===== config.mk =====
export PLATFORM = sky130hd
export DESIGN_NAME = crm_sequencer
export DESIGN_NICKNAME = d
export VERILOG_FILES = /design/src/sv/crm_pkg.sv /design/src/sv/crm_sequencer.sv
export SDC_FILE = /design/constraint.sdc
export NUM_CORES = 1
export LEC_CHECK = 0
export BUFFER_PORTS_ARGS = -buffer_cell sky130_fd_sc_hd__buf_4
export CORE_MARGIN = 2
export CORE_UTILIZATION = 52
export CTS_CLUSTER_DIAMETER = 120
export DETAILED_ROUTE_END_ITERATION = 10
export PLACE_DENSITY_LB_ADDON = 0.25
export SLEW_MARGIN = 20
export SYNTH_ARGS = -nofsm -noshare
export SYNTH_HDL_FRONTEND = slang
export SYNTH_SLANG_ARGS = --single-unit
export TNS_END_PERCENT = 5

===== constraint.sdc =====
create_clock -name clk -period 2.6 [get_ports clk]
set_clock_uncertainty 0.1 [all_clocks]
set_input_delay 0.13 -clock clk [delete_from_list [all_inputs] [get_ports clk]]
set_output_delay 0.13 -clock clk [all_outputs]
set_load 0.01 [all_outputs]

===== src/sv/crm_pkg.sv =====
package crm_pkg;

    // Curve points per segment and derived widths
    localparam int SEGMENTS = 20;
    localparam int S_W      = $clog2(SEGMENTS + 1);
    localparam int COORD_W  = 16;
    localparam int WGT_W    = 17;
    localparam int PROD_W   = COORD_W + WGT_W;
    localparam int ACC_W    = PROD_W + 3;
    localparam int FRAC_W   = 15;

    // Weight denominator 2*n^3 and its half, for round half away from zero
    localparam longint WDEN  = 2 * SEGMENTS * SEGMENTS * SEGMENTS;
    localparam longint WHALF = WDEN / 2;
    localparam longint WONE  = 32768;

    typedef logic signed [COORD_W-1:0] coord_t;
    typedef logic signed [WGT_W-1:0]   weight_t;
    typedef weight_t [3:0]             wset_t;
    typedef wset_t [SEGMENTS:0]        wtable_t;
    typedef logic [S_W-1:0]            sidx_t;

    // Microprogram step addresses
    typedef enum logic [2:0] {
        PC_IDLE  = 3'd0,
        PC_MOVE  = 3'd1,
        PC_SEG1  = 3'd2,
        PC_SHIFT = 3'd3,
        PC_SEG2  = 3'd4
    } pc_t;

    // Operand sets fed to the multipliers
    typedef enum logic [1:0] {
        SRC_MOVE = 2'd0,   // new point in all four slots
        SRC_SEG1 = 2'd1,   // older, prev, cur, new
        SRC_SEG2 = 2'd2    // older, prev, cur, cur (flush)
    } src_t;

    // Jump kinds
    typedef enum logic [1:0] {
        J_WAIT    = 2'd0,  // wait for a request, then dispatch on points seen
        J_GOTO    = 2'd1,
        J_LOOP    = 2'd2,  // repeat with s+1 until s reaches SEGMENTS
        J_IF_LAST = 2'd3   // to target if end of stroke, else idle
    } jump_t;

    // How run_last is marked
    typedef enum logic [1:0] {
        RL_NONE     = 2'd0,
        RL_ALWAYS   = 2'd1,
        RL_AT_END   = 2'd2,
        RL_END_NOFL = 2'd3 // at end of loop only when no flush follows
    } rl_t;

    typedef struct packed {
        logic  emit;
        src_t  src;
        logic  is_move;
        rl_t   rl;
        logic  load_first;
        logic  shift;
        jump_t jump;
        pc_t   target;
    } uword_t;

    // Sequencer to datapath control
    typedef struct packed {
        logic  take;
        logic  issue;
        src_t  src;
        logic  is_move;
        logic  run_last;
        logic  load_first;
        logic  shift;
        sidx_t widx;
    } ctrl_t;

    // Control store
    function automatic uword_t ucode(pc_t pc);
        uword_t w;
        w.emit       = 1'b0;
        w.src        = SRC_MOVE;
        w.is_move    = 1'b0;
        w.rl         = RL_NONE;
        w.load_first = 1'b0;
        w.shift      = 1'b0;
        w.jump       = J_WAIT;
        w.target     = PC_IDLE;
        unique case (pc)
            PC_IDLE:
            begin
                w.jump = J_WAIT;
            end
            PC_MOVE:
            begin
                w.emit       = 1'b1;
                w.src        = SRC_MOVE;
                w.is_move    = 1'b1;
                w.rl         = RL_ALWAYS;
                w.load_first = 1'b1;
                w.jump       = J_GOTO;
                w.target     = PC_IDLE;
            end
            PC_SEG1:
            begin
                w.emit   = 1'b1;
                w.src    = SRC_SEG1;
                w.rl     = RL_END_NOFL;
                w.jump   = J_LOOP;
                w.target = PC_SHIFT;
            end
            PC_SHIFT:
            begin
                w.shift  = 1'b1;
                w.jump   = J_IF_LAST;
                w.target = PC_SEG2;
            end
            PC_SEG2:
            begin
                w.emit   = 1'b1;
                w.src    = SRC_SEG2;
                w.rl     = RL_AT_END;
                w.jump   = J_LOOP;
                w.target = PC_IDLE;
            end
            default:
            begin
                w.jump   = J_GOTO;
                w.target = PC_IDLE;
            end
        endcase
        return w;
    endfunction

    // round(32768 * num / WDEN), half away from zero
    function automatic longint wround(longint num);
        longint q;
        if (num >= 0)
            q = (num * WONE + WHALF) / WDEN;
        else
            q = -((-num * WONE + WHALF) / WDEN);
        return q;
    endfunction

    // Blend weights for t = s/SEGMENTS; entry 0 passes the second point
    function automatic wtable_t build_weights();
        wtable_t tb;
        longint  n;
        longint  s;
        longint  r;
        n = SEGMENTS;
        for (int i = 0; i <= SEGMENTS; i++)
        begin
            s = i;
            r = n - s;
            tb[i][0] = WGT_W'(wround(-s * r * r));
            tb[i][1] = WGT_W'(wround(3 * s * s * s - 5 * s * s * n + 2 * n * n * n));
            tb[i][2] = WGT_W'(wround(-3 * s * s * s + 4 * s * s * n + s * n * n));
            tb[i][3] = WGT_W'(wround(-s * s * r));
        end
        return tb;
    endfunction

    localparam wtable_t W_TABLE = build_weights();

endpackage


===== src/sv/crm_sequencer.sv =====
module crm_sequencer
    import crm_pkg::*;
(
    input  logic  clk,
    input  logic  rst_n,
    input  logic  accept,
    input  logic  eos,
    input  logic  adv,
    output logic  busy,
    output ctrl_t ctrl
);

    pc_t        pc_reg, pc_next;
    sidx_t      s_reg, s_next;
    logic [1:0] seen_reg;
    logic       last_reg;
    uword_t     word;
    logic       at_end;
    logic       step_en;

    // Decode current control word
    always_comb
    begin
        word   = ucode(pc_reg);
        at_end = (s_reg == S_W'(SEGMENTS));

        ctrl.take       = accept;
        ctrl.issue      = word.emit;
        ctrl.src        = word.src;
        ctrl.is_move    = word.is_move;
        ctrl.load_first = word.load_first;
        ctrl.shift      = word.shift;
        ctrl.widx       = s_reg;
        unique case (word.rl)
            RL_NONE:     ctrl.run_last = 1'b0;
            RL_ALWAYS:   ctrl.run_last = 1'b1;
            RL_AT_END:   ctrl.run_last = at_end;
            RL_END_NOFL: ctrl.run_last = at_end && !last_reg;
            default:     ctrl.run_last = 1'b0;
        endcase
    end

    assign busy    = (pc_reg != PC_IDLE);
    assign step_en = (word.jump == J_WAIT) ? 1'b1 : adv;

    // Next step address and loop counter
    always_comb
    begin
        pc_next = pc_reg;
        s_next  = s_reg;
        unique case (word.jump)
            J_WAIT:
            begin
                if (accept)
                begin
                    priority if (seen_reg == 2'd0)
                    begin
                        pc_next = PC_MOVE;
                        s_next  = '0;
                    end
                    else if (seen_reg == 2'd1)
                    begin
                        pc_next = PC_SHIFT;
                    end
                    else
                    begin
                        pc_next = PC_SEG1;
                        s_next  = S_W'(1);
                    end
                end
            end
            J_GOTO:
            begin
                pc_next = word.target;
            end
            J_LOOP:
            begin
                if (at_end)
                    pc_next = word.target;
                else
                    s_next = s_reg + S_W'(1);
            end
            J_IF_LAST:
            begin
                if (last_reg)
                begin
                    pc_next = word.target;
                    s_next  = S_W'(1);
                end
                else
                begin
                    pc_next = PC_IDLE;
                end
            end
            default:
            begin
                pc_next = PC_IDLE;
            end
        endcase
    end

    // Step counter
    always_ff @(posedge clk or negedge rst_n)
    begin
        if (!rst_n)
        begin
            pc_reg <= PC_IDLE;
            s_reg  <= '0;
        end
        else if (step_en)
        begin
            pc_reg <= pc_next;
            s_reg  <= s_next;
        end
    end

    // Stroke position, updated per request
    always_ff @(posedge clk or negedge rst_n)
    begin
        if (!rst_n)
        begin
            seen_reg <= 2'd0;
            last_reg <= 1'b0;
        end
        else if (accept)
        begin
            last_reg <= eos;
            if (eos)
                seen_reg <= 2'd0;
            else if (seen_reg != 2'd3)
                seen_reg <= seen_reg + 2'd1;
        end
    end

    a_accept_starts: assert property (@(posedge clk) disable iff (!rst_n)
        accept |=> (pc_reg != PC_IDLE))
        else $error("request accepted but sequencer stayed idle");

    a_loop_range: assert property (@(posedge clk) disable iff (!rst_n)
        (pc_reg == PC_SEG1 || pc_reg == PC_SEG2) |->
            (s_reg != '0 && s_reg <= S_W'(SEGMENTS)))
        else $error("segment loop counter out of range");

    a_flush_on_last: assert property (@(posedge clk) disable iff (!rst_n)
        (pc_reg == PC_SEG2) |-> last_reg)
        else $error("flush segment without end of stroke");

endmodule


# [After elaboration in Yosys (flattened, before gate mapping)]
# Index checks and enable logic that the tools add are counted.
[op_classes] n_mux=22 n_eq_ne=18 reduce_logical=13 addsub=2
[ops] operator="5-bit two-way mux" n=5
[ops] operator="5-bit case mux with 3 select lines" n=1
[ops] operator="2-bit case mux with 3 select lines" n=2
[ops] operator="3-bit case mux with 4 select lines" n=1
[ops] operator="2-bit != test (second input constant)" n=5
[ops] operator="3-bit two-way mux" n=3
[ops] operator="3-bit case mux with 3 select lines" n=1
[ops] operator="2-bit == test (second input constant)" n=4
[ops] operator="2-bit by 1-bit == test with 1-bit output (second input constant)" n=3
[ops] operator="3-bit by 2-bit == test with 1-bit output (second input constant)" n=2
[ops] operator="2-bit zero test" n=3
[ops] operator="2-bit two-way mux" n=3
[ops] operator="3-bit case mux with 2 select lines" n=1
[ops] operator="6-bit AND reduction" n=1
[ops] operator="3-bit nonzero test" n=2
[ops] operator="5-bit by 1-bit adder with 5-bit output (second input constant)" n=1
[ops] operator="5-bit == test (second input constant)" n=1
[ops] operator="1-bit two-way mux" n=4
[ops] operator="1-bit case mux with 4 select lines" n=1
[ops] operator="3-bit by 1-bit == test with 1-bit output (second input constant)" n=1
[ops] operator="3-bit == test (second input constant)" n=1
[ops] operator="3-bit zero test" n=1
[ops] operator="3-bit != test (second input constant)" n=1
[ops] operator="3-bit AND reduction" n=1
[ops] operator="6 further kinds" n=6
[totals] reg_bits=11 in_bits=5 elab_cells=59

# [Longest topological paths before layout]
[logic_depth] depth_word=6 ltp_mapped=8

# [Worst setup path after synthesis]
# No wires, ideal clock.
[synth_timing] path_kind="register -> register" start="register pc_reg[0]" end="register s_reg[0]" arrival_ns=1.909 path_slack_ns=0.470 path_buffers=1 required_time_ns=2.378 stages_incl_launch_ff=9 path_cell_list="dfrtp_1 > buf_2 > nor3b_1 > a21oi_1 > ha_1 > nand2_1 > o21ai_1 > and2_2 > a32o_1"
[synth_via] elab_chain_cells=6
[synth_rtl] item="start: declaration" line_no="crm_sequencer.sv:13" rtl="pc_t pc_reg, pc_next;"
[synth_rtl] item="start signal: assignment" line_no="crm_sequencer.sv:112" rtl="pc_reg <= pc_next;"
[synth_rtl] item="3-bit == test or 3-bit by 2-bit == test with 1-bit output (tied branches)" line_no="crm_pkg.sv:89" rtl="unique case (pc)"
[synth_rtl] item="2-bit OR reduction (no line)"
[synth_rtl] item="2-bit case mux with 3 select lines *" line_no="crm_pkg.sv:89"
[synth_rtl] item="2-bit == test or 2-bit zero test (tied branches)" line_no="crm_sequencer.sv:51, crm_sequencer.sv:44"
[synth_rtl] item="2-bit != test (no line), or another cell as far along"
[synth_rtl] item="6-bit AND reduction (no line)"
[synth_rtl] item="end signal: assignment" line_no="crm_sequencer.sv:113" rtl="s_reg <= s_next;"
[synth_rtl] item="end: declaration" line_no="crm_sequencer.sv:14" rtl="sidx_t s_reg, s_next;"
# Every way passes the cells marked *; elsewhere a longest branch is shown, timed or not.
# A chain may end at the register's enable or synchronous reset.

# [Worst setup path after layout]
[layout_timing] start="register pc_reg[1]" end="register s_reg[1]"
# The elaborated chain is that of the path after synthesis.

==> results_dict.tcl <==
set metrics [dict create \
    status "finished clean" \
    power_density_mw_per_mm2 1080 \
    avgViaCountPerCell 5.70 \
    antenna_found_initial 0 \
    cpPeakStageDelay_ns 0.52 \
    ant_nets 0 \
    power_frac_clock_pct 10.6 \
    reg2reg_depth 7 \
    wl_per_cell_um 12.8 \
    cts_root_buffer "clkbuf_4" \
    largest_reg_flops 5 \
    synth-seq-cells 11 \
    power_frac_seq_pct 29.7 \
    leakagePower_nw 0.477 \
    slew_viol_final 0 \
    netlist_top_cells_count "dfrtp_1, inv_1, nand2_1" \
    synthCells 95 \
    drv_cap 0 \
    synth_top_area_share_pct 33.3 \
    finalSetupViolCount 0 \
    fin_setup_tns_ns 0 \
    fin_crit_sh_pct 84.1 \
    track_usage_pct 20.3 \
    yosys.area.top_type "dfrtp_1" \
    area_delta_synth_final_pct 21.3 \
    max_slew_margin_pct 74.1 \
    port_buffers 18 \
    fp.dieW_um 43.9 \
    cts_buffers 3 \
    clk_path_buf_depth 2 \
    worstSetupPathType "reg -> reg" \
    syn_avg_cell_area_um2 8.71 \
    p_sw_mw 0.483 \
    place_area_um2 946 \
    syn-num-nets 106 \
    register_area_um2 275 \
    cts_tree "yes" \
    dp_hpwl_um 1340 \
    clock_sinks 11 \
    combPwrFrac_pct 59.7 \
    diodes 0 \
    ys.flop_type "dfrtp_1" \
    hp-class "in -> async" \
    syn_area_um2 827 \
    die_h_um 43.9 \
    overflow 0 \
    arrival_ns 2.24 \
    multi_input_area_um2 485 \
    yosys-top-cells-area "dfrtp_1, ha_1, a32o_1, mux2_2, nand3_1" \
    synth_seq_area_share_pct 33.3 \
    path_cells "nor3b_1 > a21oi_1 > ha_1 > nand2b_1 > o21ai_1 > o211ai_1 > a32o_1" \
    yosysMostFrequentCell "dfrtp_1" \
    synth.distinct_cells 34 \
    intPower_mw 0.602 \
    regToRegEndpoint "s_reg[1]$_DFFE_PN0P_" \
    rsz0062_at_grt "no" \
    vias 741 \
    nFillCells 128 \
    row_count 14 \
    clk_pin_slew_ns 0.07 \
    start_kind "flop" \
    drive_gt1_share_pct 24.6 \
    place_congestion 0.816 \
    finalHoldViolCount 0 \
    ioPinCount 19 \
    routed_wl_um 1670 \
    first_iter_violations 17 \
    dieArea_mm2 0.00193 \
    fmax_mhz 457 \
    fin_nets 126 \
    ys_async_sr_fraction_pct 100 \
    coreArea_mm2 0.00151 \
    required_ns 2.66 \
    clkLatencyLatePin_ns 0.27 \
    p_sw_share_pct 44.5 \
    cts_htree_levels 1 \
    end_kind "flop" \
    reg2reg_slack_ns 0.41 \
    final_area_mm2 0.00100 \
    grt_pass1_vias 664 \
    initial_utilization_pct 54.9 \
    synth_edf_count 0 \
    r2r-start "pc_reg[1]$_DFFE_PN0P_" \
    cp_slowest_cell "dfrtp_1" \
    crit_fanout 15 \
    final_util_pct 66.6 \
    grt_start_max_net_pins 16 \
    grt_pass1_wl_um 2860 \
    yosysWarnings 0 \
    cts_resized 0 \
    drc 0 \
    worst_pin_slew_ns 0.388 \
    peakVddDrop_v 0.000657 \
    period_minus_slack_ns 2.19 \
    first_pass_iters 4 \
]
how the worst max path moves through the flow:
stage                          startpoint                    to  slack, ns  depth (start not counted)
finish              pc_reg[1]$_DFFE_PN0P_  s_reg[1]$_DFFE_PN0P_       0.41                          7
global route        pc_reg[1]$_DFFE_PN0P_  s_reg[1]$_DFFE_PN0P_       0.25                          7
CTS                 pc_reg[1]$_DFFE_PN0P_  s_reg[1]$_DFFE_PN0P_       0.43                          7
detailed placement  pc_reg[1]$_DFFE_PN0P_  s_reg[0]$_DFFE_PN0P_       0.45                          7
global placement    pc_reg[1]$_DFFE_PN0P_  s_reg[0]$_DFFE_PN0P_       0.54                          7
floorplan           pc_reg[0]$_DFFE_PN0P_  s_reg[0]$_DFFE_PN0P_       0.47                          8
cell families after synthesis:
logic type / synth area share (%)
AO/OA/AOI/OAI: 21.2
XOR/XNOR: 1.06
adder cells (fa/ha/maj): 9.08
buffers and inverters: 8.02
flip-flops: 33.3
multiplexers: 4.08
AND/OR/NAND/NOR: 23.3
power groups by stage:
stage | registers, mW | logic [mW] | clock network, mW
global route | 0.339 | 0.722 | 0.129
floorplan | 0.280 | 0.484 | 0
detailed placement | 0.324 | 0.644 | 0
finish | 0.322 | 0.648 | 0.115
CTS | 0.321 | 0.649 | 0.119
global placement | 0.322 | 0.633 | 0
per-stage QoR:
step / worst slack (ns) / power (mW) / cells / hold slack [ns]
floorplan: 0.470 / 0.764 / 95 / -0.266
global placement: 0.537 / 0.955 / 123 / -0.126
detailed placement: 0.450 / 0.968 / 123 / -0.129
CTS: 0.433 / 1.09 / 129 / 0.00777
global route: 0.250 / 1.19 / 130 / 0.127
finish: 0.414 / 1.09 / 130 / 0.129
layout by cell type, fill, tap and decap left out, drive strengths merged, types with 3 or more instances in the layout:
cell type / synthesis / final
a21oi: 5 / 5
a32o: 4 / 4
buf: 5 / 18
clkbuf: 1 / 3
dfrtp: 11 / 11
dlygate4sd3: 0 / 3
ha: 6 / 6
inv: 8 / 8
mux2: 3 / 3
nand2: 7 / 7
nand3: 6 / 6
nor2: 4 / 4
nor2b: 4 / 4
o211ai: 3 / 3
o21ai: 8 / 8
final cells by class:
cell class,instances,area share (%)
timing repair buffer,21,16.5
multi-input combinational,70,48.4
sequential,11,27.4
clock inverter,1,0.499
tap,16,2.00
clock buffer,3,2.24
inverter,8,2.99
what timing repair did:
action	4_1_cts	5_1_grt
setup buffers	0	0
hold buffers	2	1
endpoints found under the hold margin	12	1
worst max-delay path: cells and delay by family, from the launching register on:
family	cells	cell delay, ns
compound gates	4	0.71
fa+ha+maj	1	0.26
flops	1	0.52
simple gates	2	0.47
layer usage:
layer / track usage, % / wire length, um / vias up / part of all wire [%]
li1: - / - / 380 / -
met1: 26.4 / 749 / 346 / 45
met2: 30.6 / 834 / 13 / 50
met3: 6.25 / 66 / 2 / 4.0
met4: 9.70 / 18 / 0 / 1.1
met5: 0 / 0 / - / 0
Note: power is estimated with default switching activity, not from simulation.
